==> config.mk <==
export PLATFORM = sky130hd
export DESIGN_NAME = ggrk_queue
export DESIGN_NICKNAME = d
export VERILOG_FILES = /design/src/gated_gyro_rate_kalman_macros.svh /design/src/ggrk_pkg.sv /design/src/ggrk_queue.sv
export SDC_FILE = /design/constraint.sdc
export NUM_CORES = 1
export LEC_CHECK = 0
export BUFFER_PORTS_ARGS = -buffer_cell sky130_fd_sc_hd__buf_2
export CORE_AREA = 2 2 78 80
export DETAILED_ROUTE_END_ITERATION = 7
export DIE_AREA = 0 0 80 82
export PLACE_DENSITY = 0.82
export SYNTH_ARGS = -nofsm -noshare
export SYNTH_HDL_FRONTEND = slang
export SYNTH_SLANG_ARGS = --single-unit
==> constraint.sdc <==
create_clock -name clk -period 3.7 [get_ports clk]
set_clock_uncertainty 0.15 [all_clocks]
set_input_delay 0.925 -clock clk [delete_from_list [all_inputs] [get_ports clk]]
set_output_delay 0.925 -clock clk [all_outputs]
set_load 0.05 [all_outputs]
==> src/gated_gyro_rate_kalman_macros.svh <==
// Assertion helpers for the top-level block, which checks itself.
`ifndef GATED_GYRO_RATE_KALMAN_MACROS_SVH
`define GATED_GYRO_RATE_KALMAN_MACROS_SVH

// Same-cycle implication, checked outside reset.
`define GGRK_ASSERT_NOW(lbl, ante, cons, msg) \
  lbl: assert property (@(posedge clk) disable iff (!rst_n) (ante) |-> (cons)) else $error(msg);

// Next-cycle implication, checked outside reset.
`define GGRK_ASSERT_NEXT(lbl, ante, cons, msg) \
  lbl: assert property (@(posedge clk) disable iff (!rst_n) (ante) |=> (cons)) else $error(msg);

`endif

==> src/ggrk_pkg.sv <==
package ggrk_pkg;

  typedef enum logic [1:0] {
    ST_VALID  = 2'd0,
    ST_ABSENT = 2'd1,
    ST_JUMPED = 2'd2
  } status_t;

  typedef enum logic [2:0] {
    REG_GAIN       = 3'd0,
    REG_JUMP_THR   = 3'd1,
    REG_PROC_NOISE = 3'd2,
    REG_MEAS_NOISE = 3'd3,
    REG_INIT_EST   = 3'd4
  } reg_idx_t;

  localparam logic [30:0] PROC_NOISE_RST = 31'd1073742;
  localparam logic [30:0] MEAS_NOISE_RST = 31'd10737418;
  localparam logic [31:0] COV_RST        = 32'd1073741824;
  localparam logic [30:0] ONE_Q30        = 31'd1073741824;
  localparam logic signed [32:0] HALF_DEG = 33'sd32768;
  localparam int unsigned QUO_BITS       = 31;

  // One classified word handed from the front end to the filter.
  typedef struct packed {
    status_t     status;
    logic [32:0] diff;
  } item_t;

  // Filter settings seen by the back end.
  typedef struct packed {
    logic [9:0]  gain;
    logic [30:0] proc_noise;
    logic [30:0] meas_noise;
  } kf_cfg_t;

  typedef struct packed {
    logic full;
    logic empty;
  } q_stat_t;

endpackage

==> src/ggrk_queue.sv <==
module ggrk_queue (
  input  logic              clk,
  input  logic              rst_n,
  input  logic              push,
  input  ggrk_pkg::item_t   push_item,
  input  logic              pop,
  output ggrk_pkg::item_t   head,
  output ggrk_pkg::q_stat_t stat
);

  ggrk_pkg::item_t mem_r [2];
  logic            wr_ptr_r, wr_ptr_nxt;
  logic            rd_ptr_r, rd_ptr_nxt;
  logic [1:0]      count_r, count_nxt;

  assign head       = mem_r[rd_ptr_r];
  assign stat.full  = count_r == 2'd2;
  assign stat.empty = count_r == 2'd0;

  always_comb begin
    wr_ptr_nxt = push ? ~wr_ptr_r : wr_ptr_r;
    rd_ptr_nxt = pop ? ~rd_ptr_r : rd_ptr_r;
    count_nxt  = count_r + {1'b0, push} - {1'b0, pop};
  end

  always_ff @(posedge clk) begin
    if (push) begin
      mem_r[wr_ptr_r] <= push_item;
    end
  end

  always_ff @(posedge clk) begin
    if (!rst_n) begin
      wr_ptr_r <= 1'b0;
      rd_ptr_r <= 1'b0;
      count_r  <= 2'd0;
    end else begin
      wr_ptr_r <= wr_ptr_nxt;
      rd_ptr_r <= rd_ptr_nxt;
      count_r  <= count_nxt;
    end
  end

endmodule

# == Word level (Yosys, flattened, before mapping) ==
# Memory sizes are Yosys's and may differ from the RTL's. A register that Yosys moved wholly into a read port is not among the register bits.
# Index checks and enable logic that the tools add are counted.
# classes
div,0
n_lt_le_gt_ge,0
add_sub_neg,2
eq_ne,1
mux,4
mul,0
shifts,0
n_bitwise,2
n_reduce_logical,1
# ops
operator,n
1-bit 2-to-1 mux,4
2-bit by 1-bit adder with 2-bit output,1
"2-bit == test, second input constant",1
2-bit logical NOT,1
1-bit inverter,2
2-bit by 1-bit subtractor with 2-bit output,1
# word_totals
inputBits,39
ff_bits,4
ramBits,70
memories,1
latchBits,0
out_inout_bits,37
rom_bits,0
# mem_list
memory,words,width,rd,rd_clocked_by_memory_dff,write_ports,line_no,text
mem_r,2,35,1,1,1,ggrk_queue.sv:11,ggrk_pkg::item_t mem_r [2];

# == Logic depth before layout (Yosys ltp) ==
# depth
ltp_word,3
depth_mapped,6
mapped_depth_nobuf,6

# == Worst setup path before layout ==
# Ideal clock, no wire load.
# synth_path
kind,input-to-reg
from,input push
to,memory mem_r[0][0] (netlist name) (enable)
t_arrival_ps,2532
setup_slack_ps,586
required_time_ps,3117
setup_time_ps,433
stages,1
path_buffers,0
cell_sequence,nor2b_1
# synth_via
elab_chain_len,2
# synth_rtl
element,line_no,text
"start, declared",ggrk_queue.sv:4,"input logic push,"
1-bit 2-to-1 mux,ggrk_queue.sv:27,if (push) begin
1-bit 2-to-1 mux (not written as such),ggrk_queue.sv:28,mem_r[wr_ptr_r] <= push_item;
"end, declared",ggrk_queue.sv:11,
# Every way passes these cells.

==> impl_metrics.yaml <==
cts:
  cts_resized: 0
  root_buffer: "clkbuf_8"
  holdBufCountCts: 0
  cts_setup_buffers: 0
  insertion_delay_ns: 0.33
  cts_made_buffers: 9
  cts.path.max_buffers: 2
  cts_tree: "yes"
  path_clk_slew_ns: 0.06
  cts.sink_count: 75
  cts_max_level: 3
detailed_routing:
  drc: 0
  dr.first_iter.drc_count: 90
  wire_per_inst_um: 15.4
  vias: 1399
  viasPerCell: 4.74
  detail-route-antenna-nets: 0
  wirelength_mm: 4.54
  drt-pass1-iter-count: 4
global_route:
  grt_use_total_pct: 14.7
  grt_pass1_vias: 1454
  antenna_found_initial: 0
  grt.overflow.total: 0
  grt_max_degree: 37
  grt_pass1_wl_mm: 6.83
finish:
  final_area_um2: 3510
  regArea_um2: 2200
  area_growth_syn_to_layout_pct: 20.7
  antenna_cells: 0
  drive_above_1_share_pct: 59.1
  nFillCells: 458
  fin_nets: 256
  multi_input_area_um2: 632
min_path:
  hold_class: "flop to flop"
timing:
  rsz0062_at_grt: "false"
  setup_viol: 0
  final_max_slew_viol_count: 0
  worst_pin_slew_ns: 0.996
  period_share_pct: 77.1
  fin_crit_ns: 2.85
  clock.fmax_mhz: 350
  maxSlewHeadroom_pct: 33.5
  hold_viol_final: 0
  fin_tns_setup_ns: 0
die:
  die_x_um: 80
  die_height_um: 82
  io-pin-count: 76
  rows: 28
  dieArea_um2: 6560
  coreArea_um2: 5750
  initial_utilization_pct: 50.6
synth:
  synth_top_area_cell: "edfxtp_1"
  synthTopCellsByCount: "edfxtp_1 (70), mux2_4 (30), dfxtp_1 (5), mux2_2 (5)"
  ys_ff_latch: 75
  yosysTopAreaCellShare_pct: 72.4
  synth_cell_types: 14
  synth.most_common_cell: "edfxtp_1"
  synth_edf_count: 70
  yosys-top-cells-area: "edfxtp_1 (72%), mux2_4 (16%), dfxtp_1 (3.4%), buf_12 (2.1%), mux2_2 (1.9%)"
  synth_warnings: 0
  synth-async-reset-ratio_pct: 0
  syn-num-nets: 171
  ys.flop_type: "edfxtp_1"
  yosysSeqAreaShare_pct: 75.8
  netlist_instances: 130
  netlist_area_um2: 2910
  avgSynthCellArea_um2: 22.3
flow_run:
  drv_cap: 0
outcome:
  outcome: "completed"
worst_setup_path:
  crit_chain: "buf_4, mux2_2, buf_2"
  critPathBufInv: 2
  cp-start-kind: "flop"
  slowest_stage: "buf_4"
  cp.required_ns: 2.62
  cp.arrival_ns: 1.78
  slowest_delay_ns: 0.50
  critPathTopFamily: "buffers and inverters"
  crit_path_max_fanout: 35
  crit_type: "flop to output pin"
  end_kind: "output pin"
place:
  io_buffers: 75
  dp.final_hpwl_mm: 3.11
  gp_congestion: 0.717
  placed_area_um2: 3330
power_and_ir_drop:
  power.leakage_uw: 0.00141
  peakVddDrop_mv: 0.336
  powerDensity_nw_per_um2: 542
-- layout make-up --
type                    count  area share [%]
clock buffers              11            4.03
well taps                  75            2.68
repair buffers             78            11.3
clock inverters             5           0.857
flip-flops and latches     75            62.8
multi-input cells          49            18.0
inverters                   2           0.214
-- report_power, final --
group          leakage [µW]  internal, µW  switching [µW]
registers          0.000699           980            15.5
clock network     0.0000851           258             277
logic              0.000626           125             244
total               0.00141          1360             537
-- cells in the final DEF (no fill, tap or decap) --
cell type   count
clkinvlp_4      2
mux2_4         30
dfxtp_1         4
clkbuf_8       10
clkinv_2        3
clkbuf_1        1
buf_2          75
xnor3_1         1
ha_1            2
nor2_1          1
inv_1           2
edfxtp_1       70
o21a_1          1
and2_1          4
nor2b_1         3
xor2_1          1
dfxtp_2         1
nor2b_4         1
mux2_2          5
buf_4           3
-- state kept, by name, summed over array words and instances (netlist names), named ones only --
| name | flops |
|---|---|
| rd_ptr_r | 1 |
| count_r | 2 |
| wr_ptr_r | 1 |
| mem_r | 70 |
-- tightest hold or removal path, stage by stage, from the launching register on --
cell,delay [ns]
dfxtp_1,0.32
xor2_1,0.08
and2_1,0.15
-- final timing paths --
check / start / to / slack, ns / cells after the start
worst min-delay path: rd_ptr_r / rd_ptr_r / 0.44 / 2
worst max-delay path: flop / head[2] / 0.85 / 3
worst max register to register: wr_ptr_r / mem_r[1][32] / 2.01 / 2
worst min register to register: rd_ptr_r / rd_ptr_r / 0.44 / 2
-- kinds of logic after synthesis --
kind of cell | after synthesis | share of synthesized area (%)
flops | 75 | 75.8
mux | 35 | 17.4
simple gates | 9 | 1.85
buf+inv | 6 | 2.71
xor+xnor | 2 | 1.08
fa+ha+maj | 2 | 0.861
compound gates | 1 | 0.258
-- per-stage QoR --
| step | hold WS (ns) | instances | setup slack [ns] | power [µW] | utilization, % |
|---|---|---|---|---|---|
| 5_1_grt | 0.464 | 295 | 0.757 | 1980 | 61.0 |
| 4_1_cts | 0.444 | 295 | 0.822 | 1920 | 61.0 |
| 3_5_place_dp | 0.433 | 279 | 1.19 | 1390 | 58.0 |
| 2_1_floorplan | 0.405 | 130 | 0.586 | 1320 | - |
| 6_report | 0.438 | 295 | 0.847 | 1900 | 61.0 |
| 3_3_place_gp | 0.411 | 279 | 1.22 | 1380 | 58.0 |
-- per-layer routing --
layer,wire length (µm),track usage [%],vias up
met5,0,0,-
met4,88,8.64,0
met3,186,4.18,7
met2,2610,27.4,34
met1,1660,14.4,688
li1,-,-,670
Power figures use the tool's default switching activity.
