File: config.mk
export PLATFORM = sky130hd
export DESIGN_NAME = ggrk_front
export DESIGN_NICKNAME = d
export VERILOG_FILES = /design/src/gated_gyro_rate_kalman_macros.svh /design/src/ggrk_pkg.sv /design/src/ggrk_front.sv
export SDC_FILE = /design/constraint.sdc
export NUM_CORES = 1
export LEC_CHECK = 0
export ABC_AREA = 1
export BUFFER_PORTS_ARGS = -buffer_cell sky130_fd_sc_hd__buf_2
export CORE_UTILIZATION = 64
export CTS_BUF_LIST = sky130_fd_sc_hd__clkbuf_16
export DETAILED_ROUTE_END_ITERATION = 12
export GPL_TIMING_DRIVEN = 0
export PLACE_DENSITY = 0.83
export SLEW_MARGIN = 10
export SYNTH_ARGS = -nofsm -noshare
export SYNTH_HDL_FRONTEND = slang
export SYNTH_SLANG_ARGS = --single-unit
File: constraint.sdc
create_clock -name clk -period 10.3 [get_ports clk]
set_input_delay 0 -clock clk [delete_from_list [all_inputs] [get_ports clk]]
set_output_delay 0 -clock clk [all_outputs]
set_load 0.01 [all_outputs]
File: src/gated_gyro_rate_kalman_macros.svh
// Assertion helpers for the top-level block, which checks itself.
`ifndef GATED_GYRO_RATE_KALMAN_MACROS_SVH
`define GATED_GYRO_RATE_KALMAN_MACROS_SVH

// Same-cycle implication, checked outside reset.
`define GGRK_ASSERT_NOW(lbl, ante, cons, msg) \
  lbl: assert property (@(posedge clk) disable iff (!rst_n) (ante) |-> (cons)) else $error(msg);

// Next-cycle implication, checked outside reset.
`define GGRK_ASSERT_NEXT(lbl, ante, cons, msg) \
  lbl: assert property (@(posedge clk) disable iff (!rst_n) (ante) |=> (cons)) else $error(msg);

`endif

File: src/ggrk_pkg.sv
package ggrk_pkg;

  typedef enum logic [1:0] {
    ST_VALID  = 2'd0,
    ST_ABSENT = 2'd1,
    ST_JUMPED = 2'd2
  } status_t;

  typedef enum logic [2:0] {
    REG_GAIN       = 3'd0,
    REG_JUMP_THR   = 3'd1,
    REG_PROC_NOISE = 3'd2,
    REG_MEAS_NOISE = 3'd3,
    REG_INIT_EST   = 3'd4
  } reg_idx_t;

  localparam logic [30:0] PROC_NOISE_RST = 31'd1073742;
  localparam logic [30:0] MEAS_NOISE_RST = 31'd10737418;
  localparam logic [31:0] COV_RST        = 32'd1073741824;
  localparam logic [30:0] ONE_Q30        = 31'd1073741824;
  localparam logic signed [32:0] HALF_DEG = 33'sd32768;
  localparam int unsigned QUO_BITS       = 31;

  // One classified word handed from the front end to the filter.
  typedef struct packed {
    status_t     status;
    logic [32:0] diff;
  } item_t;

  // Filter settings seen by the back end.
  typedef struct packed {
    logic [9:0]  gain;
    logic [30:0] proc_noise;
    logic [30:0] meas_noise;
  } kf_cfg_t;

  typedef struct packed {
    logic full;
    logic empty;
  } q_stat_t;

endpackage

File: src/ggrk_front.sv
module ggrk_front (
  input  logic                 clk,
  input  logic                 rst_n,
  input  logic                 in_valid,
  output logic                 in_stall,
  input  logic [31:0]          in_gyro_angle,
  input  logic [11:0]          in_target_x,
  input  logic [11:0]          in_target_y,
  input  logic [6:0]           jump_thr,
  input  ggrk_pkg::q_stat_t    q_stat,
  output logic                 push,
  output ggrk_pkg::item_t      item
);

  logic [11:0]        last_x_r, last_x_nxt;
  logic [11:0]        last_y_r, last_y_nxt;
  logic               have_prev_r, have_prev_nxt;
  logic [31:0]        prev_angle_r, prev_angle_nxt;
  logic [32:0]        last_diff_r, last_diff_nxt;

  logic               absent;
  logic               jumped;
  logic signed [12:0] dx, dy;
  logic signed [25:0] dx2, dy2;
  logic [26:0]        dist2;
  logic [13:0]        thr2;
  logic signed [32:0] diff_raw;
  logic [32:0]        diff;

  assign in_stall = q_stat.full;
  assign push     = in_valid && !q_stat.full;

  always_comb begin
    absent   = (in_target_x == 12'd0) && (in_target_y == 12'd0);
    dx       = $signed({1'b0, last_x_r}) - $signed({1'b0, in_target_x});
    dy       = $signed({1'b0, last_y_r}) - $signed({1'b0, in_target_y});
    dx2      = dx * dx;
    dy2      = dy * dy;
    dist2    = {1'b0, dx2[25:0]} + {1'b0, dy2[25:0]};
    thr2     = jump_thr * jump_thr;
    jumped   = dist2 > {13'd0, thr2};
    diff_raw = have_prev_r ?
               ($signed({in_gyro_angle[31], in_gyro_angle}) -
                $signed({prev_angle_r[31], prev_angle_r})) : 33'sd0;
    // A sudden large upward step after motion was seen is treated as a glitch.
    if ((last_diff_r != 33'd0) && (diff_raw > ggrk_pkg::HALF_DEG)) begin
      diff = last_diff_r;
    end else begin
      diff = diff_raw;
    end

    last_x_nxt     = last_x_r;
    last_y_nxt     = last_y_r;
    have_prev_nxt  = have_prev_r;
    prev_angle_nxt = prev_angle_r;
    last_diff_nxt  = last_diff_r;
    item.diff      = diff;
    item.status    = ggrk_pkg::ST_VALID;
    if (absent) begin
      have_prev_nxt = 1'b0;
      item.status   = ggrk_pkg::ST_ABSENT;
    end else begin
      last_x_nxt = in_target_x;
      last_y_nxt = in_target_y;
      if (jumped) begin
        have_prev_nxt = 1'b0;
        item.status   = ggrk_pkg::ST_JUMPED;
      end else begin
        last_diff_nxt  = diff;
        prev_angle_nxt = in_gyro_angle;
        have_prev_nxt  = 1'b1;
      end
    end
  end

  always_ff @(posedge clk) begin
    if (!rst_n) begin
      last_x_r     <= '0;
      last_y_r     <= '0;
      have_prev_r  <= 1'b0;
      prev_angle_r <= '0;
      last_diff_r  <= '0;
    end else if (push) begin
      last_x_r     <= last_x_nxt;
      last_y_r     <= last_y_nxt;
      have_prev_r  <= have_prev_nxt;
      prev_angle_r <= prev_angle_nxt;
      last_diff_r  <= last_diff_nxt;
    end
  end

endmodule

Word level (Yosys, flattened, before mapping)
Cells that the tools add are included.
Widths: inputs -> output; s select.
{ "op_classes": {"n_addsub": 4, "mul": 3, "magnitude_cmp": 2, "n_mux": 6, "n_bitwise": 2, "reduce_logical": 9} }
{ "ops": {"columns": ["operator", "count"], "rows": [
  ["$mux 33", 2],
  ["$mul 13x13->26", 2],
  ["$gt 33x17->1 const B", 1],
  ["$reduce_bool 33->1", 1],
  ["$sub 32x32->33", 1],
  ["$add 26x26->27", 1],
  ["$gt 27x14->1", 1],
  ["$sub 12x12->13", 2],
  ["$logic_not 12->1", 2],
  ["$mul 7x7->14", 1],
  ["$mux 2", 2],
  ["$logic_and 1x1->1", 3],
  ["$reduce_and 3->1", 1],
  ["$mux 1", 2],
  ["$not 1->1", 2],
  ["$reduce_and 2->1", 1],
  ["$logic_not 1->1", 1]
]} }
{ "totals": {"reg_bits": 90, "in_bits": 68, "output_inout_bits": 37, "word_cells": 31} }

Logic depth before layout (Yosys ltp)
{ "logic_depth": {"depth_word": 6, "mapped_depth": 56, "depth_no_buf": 54} }

Worst setup path after synthesis
No wires, ideal clock.
{ "synth_timing": {"path_kind": "reg2reg", "from": "register last_y_r[0]", "to": "register last_diff_r[25]", "setup_time_ns": 0.110, "arrival_time_ns": 8.764, "t_required_ns": 10.190, "slack_ns": 1.426, "path_stages_with_launch": 48, "n_path_buf": 3, "synth_period_minus_slack_ns": 8.874, "cell_sequence": "dfxtp_1 > inv_1 > ha_1 > fa_1 > nand3b_1 > nand2_1 > a21oi_1 > o21ai_0 > nand2_1 > nand2_1 > a21oi_1 > inv_1 > clkbuf_1 > nor2_1 > fa_1 > inv_1 > fa_1 > inv_1 > [12 not listed] > nand2_1 > nand3_1 > nand2_1 > xor2_1 > ha_1 > a21oi_1 > o21ai_0 > a21oi_1 > nand3_1 > xor2_1 > nor2_1 > nand3_2 > nor2_4 > clkbuf_8 > buf_4 > nand3_1 > nand2_1 > nor2_1"} }
{ "synth_via": {"elab_chain_cells": 6} }
{ "synth_lines": {"columns": ["element", "line", "text"], "rows": [
  ["from (decl)", "ggrk_front.sv:16", "logic [11:0] last_y_r, last_y_nxt;"],
  ["from (signal assigned)", "ggrk_front.sv:85", "last_y_r <= last_y_nxt;"],
  ["$sub 12x12->13", "ggrk_front.sv:36", "dy = $signed({1'b0, last_y_r}) - $signed({1'b0, in_target_y});"],
  ["$mul 13x13->26", "ggrk_front.sv:38", "dy2 = dy * dy;"],
  ["$add 26x26->27", "ggrk_front.sv:39", "dist2 = {1'b0, dx2[25:0]} + {1'b0, dy2[25:0]};"],
  ["$gt 27x14->1", "ggrk_front.sv:41", "jumped = dist2 > {13'd0, thr2};"],
  ["$not 1->1 (no source line)", null, null],
  ["$reduce_and 3->1 (no source line)", null, null],
  ["to (signal assigned)", "ggrk_front.sv:88", "last_diff_r <= last_diff_nxt;"],
  ["to (decl)", "ggrk_front.sv:19", "logic [32:0] last_diff_r, last_diff_nxt;"]
]} }
No other way between the ends.
A chain may end at the register's enable or synchronous reset.

Worst setup path in the final report
{ "layout_timing": {"from": "register last_x_r[0]", "to": "register prev_angle_r[5]"} }
{ "layout_via": {"elab_chain_cells": 6} }
{ "layout_lines": {"columns": ["element", "line", "text"], "rows": [
  ["from (decl)", "ggrk_front.sv:15", "logic [11:0] last_x_r, last_x_nxt;"],
  ["from (signal assigned)", "ggrk_front.sv:84", "last_x_r <= last_x_nxt;"],
  ["$sub 12x12->13", "ggrk_front.sv:35", "dx = $signed({1'b0, last_x_r}) - $signed({1'b0, in_target_x});"],
  ["$mul 13x13->26", "ggrk_front.sv:37", "dx2 = dx * dx;"],
  ["$add 26x26->27", "ggrk_front.sv:39", null],
  ["$gt 27x14->1", "ggrk_front.sv:41", null],
  ["$not 1->1 (no source line)", null, null],
  ["$reduce_and 3->1 (no source line)", null, null],
  ["to (signal assigned)", "ggrk_front.sv:87", "prev_angle_r <= prev_angle_nxt;"],
  ["to (decl)", "ggrk_front.sv:18", "logic [31:0] prev_angle_r, prev_angle_nxt;"]
]} }
No other way between the ends.

==> flow_summary.toml <==
[sta]
drv_slew = 0
tightest_slew_ns = 0.758
period_minus_slack_ns = 9.86
post-route-period-util_pct = 95.7
fin_ws_ns = 0.443
max_freq_mhz = 101
skew_ns = 0.0147
hold_viol = 0
slew_headroom_pct = 49.4
setup-violations-final = 0

[die]
die_y_um = 189
die_area_um2 = 35600
dieWidth_um = 189
row_count = 67
io_pins = 105
design.core.area_um2 = 33900
start_util_pct = 65.8

[setup_path]
path_buf_inv = 10
cp_data_required_time_ns = 10.56
crit_path_top_delay_cell = "clkbuf_1"
cpPeakStageDelay_ns = 0.58
crit_type = "reg -> reg"
cp_max_fo = 10
start_kind = "flip-flop"
crit_family = "adder cells"
critPathArrivalTime_ns = 10.12
critPathCaptureType = "flip-flop"

[yosys]
async_flop_share_pct = 0
yosysUniqueCellTypes = 47
synth_seq_cells = 90
netlist_instances = 3207
synth_edf_count = 0
syn_area_per_cell_um2 = 6.95
synth_ff_type = "dfxtp_1"
yosys_warnings = 0
seq_area_frac_synth_pct = 8.08
synth.cell_area_um2 = 22300

[clock_network]
root_buffer = "clkbuf_16"
clock-sinks = 90
cts_tree = "built"
clock_path_buffers = 2
clkSlewWorstSetupHoldPaths_ns = 0.07
htree_num_levels = 3
cts-buffers-inserted = 9
clock_latency_ns = 0.37

[global_routing]
grt-ovfl-total = 0
grt_pass1_vias = 21134
grt_max_degree = 17
grt_pass1_wl_um = 98400
antenna_found_initial = 2
track_usage_pct = 34.2

[routing]
initialDrtViolationCount = 1472
drt-total-wl_um = 59300
dr.pass1.iters = 6
drc = 0
post_drt_wl_per_cell_um = 15.4
vias = 20821
postRouteAntennaNets = 0
routed_via_density = 5.42

[min_path]
hp-class = "in -> reg"

[cells_and_area]
mostFrequentLayoutCell = "inv_1"
area_delta_synth_final_pct = 9.91
final_cell_area_um2 = 24500
layout_common_cells = "inv_1, nand2_1, nor2_1, fa_1, ha_1"
fin_cells = 3838
drive_gt1_share_pct = 7.47
layout.nets = 4012

[placed_design]
post-place-cells = 3757
gp_congestion = 0.963
port_buffers = 101
hpwl_um = 49500
post-place-ws_ns = -0.596
place_area_um2 = 23400

[run_status]
run_status = "finished, final reports clean"

[run]
maxCapViolations = 0
flip-flops by register name, indices dropped and copies added (netlist names):
| name | flops |
|---|---|
| have_prev_r | 1 |
| last_diff_r | 33 |
| last_x_r | 12 |
| last_y_r | 12 |
| prev_angle_r | 32 |
worst register-to-register path, delay by kind of cell, from the launching register on:
| kind | cells | cell delay (ns) |
|---|---|---|
| simple gates | 17 | 2.17 |
| compound gates | 6 | 1.13 |
| xor+xnor | 1 | 0.42 |
| buf+inv | 10 | 1.70 |
| fa+ha+maj | 10 | 4.07 |
| flops | 1 | 0.32 |
what timing repair did:
item | CTS | global route
hold buffers | 50 | 1
resized for setup | 11 | 63
setup endpoints to repair | 67 | 67
endpoints found under the hold margin | 50 | 1
pin swaps | 2 | 11
buffers inserted | 3 | 10
logic make-up after synthesis:
group	synth area share, %
compound gates	7.51
xor+xnor	3.77
fa+ha+maj	41.5
buf+inv	15.1
flops	8.08
mux	0.0505
other cells	0.0168
simple gates	23.9
cells in the mapped netlist (all sizes together) (2+ instances only):
| cell type | count | area (um2) |
|---|---|---|
| nor2 | 316 | 1200 |
| a21oi | 153 | 769 |
| a31oi | 7 | 43.8 |
| clkinv | 4 | 20.0 |
| nand3 | 177 | 901 |
| or2 | 13 | 81.3 |
| clkbuf | 29 | 143 |
| buf | 28 | 209 |
| nand4 | 28 | 181 |
| a31o | 2 | 17.5 |
| a21boi | 2 | 15.0 |
| dfxtp | 90 | 1800 |
| o31ai | 4 | 30.0 |
| nor4 | 9 | 56.3 |
| o211ai | 7 | 52.6 |
| o21ai | 110 | 566 |
| nor3 | 20 | 100 |
| nand2 | 702 | 2660 |
| a211oi | 2 | 15.0 |
| nand3b | 17 | 128 |
| a21o | 8 | 60.1 |
| inv | 801 | 3010 |
| xnor2 | 46 | 403 |
| xor2 | 50 | 438 |
| fa | 296 | 5930 |
| o21bai | 7 | 52.6 |
| o21a | 7 | 52.6 |
| and3 | 3 | 18.8 |
| ha | 266 | 3330 |
area by class of cell:
| type | instances | area, um2 |
|---|---|---|
| plain buffers | 55 | 357 |
| clock buffers | 9 | 225 |
| fillers | 2815 | 9360 |
| multi-input cells | 2256 | 17300 |
| diodes | 3 | 7.51 |
| well taps | 448 | 561 |
| clock inverters | 7 | 75.1 |
| inverters | 805 | 3030 |
| repair buffers | 165 | 1110 |
| flip-flops and latches | 90 | 1800 |
per-layer routing:
metal  track usage [%]  share of wire, %
met1              42.7                41
met3              4.58               6.8
met2              59.3                48
met5                 0             0.022
met4              14.2               4.1
metrics by stage:
| stage | utilization (%) | TNS [ns] | hold slack (ns) |
|---|---|---|---|
| finish | 72.4 | 0 | 0.0158 |
| global route | 72.4 | -0.0167 | 0.0512 |
| CTS | 71.6 | 0 | 0.00326 |
| detailed placement | 69.0 | -29.75 | 0.247 |
| global placement | 69.0 | -20.48 | 0.238 |
| floorplan | - | 0 | 0.0619 |
worst paths after layout:
path                            slack (ns)            from  cells after the start               to
worst max-delay path                  0.44     last_x_r[0]                     44  prev_angle_r[5]
worst min-delay path                  0.02  in_target_x[1]                      3      last_x_r[1]
worst max register to register        0.44     last_x_r[0]                     44  prev_angle_r[5]
worst min register to register        0.47     last_x_r[0]                      2      last_x_r[0]
Power is left out: the tool's default activity adds up to more than one toggle a clock period on the data nets, which glitch-free logic cannot reach.
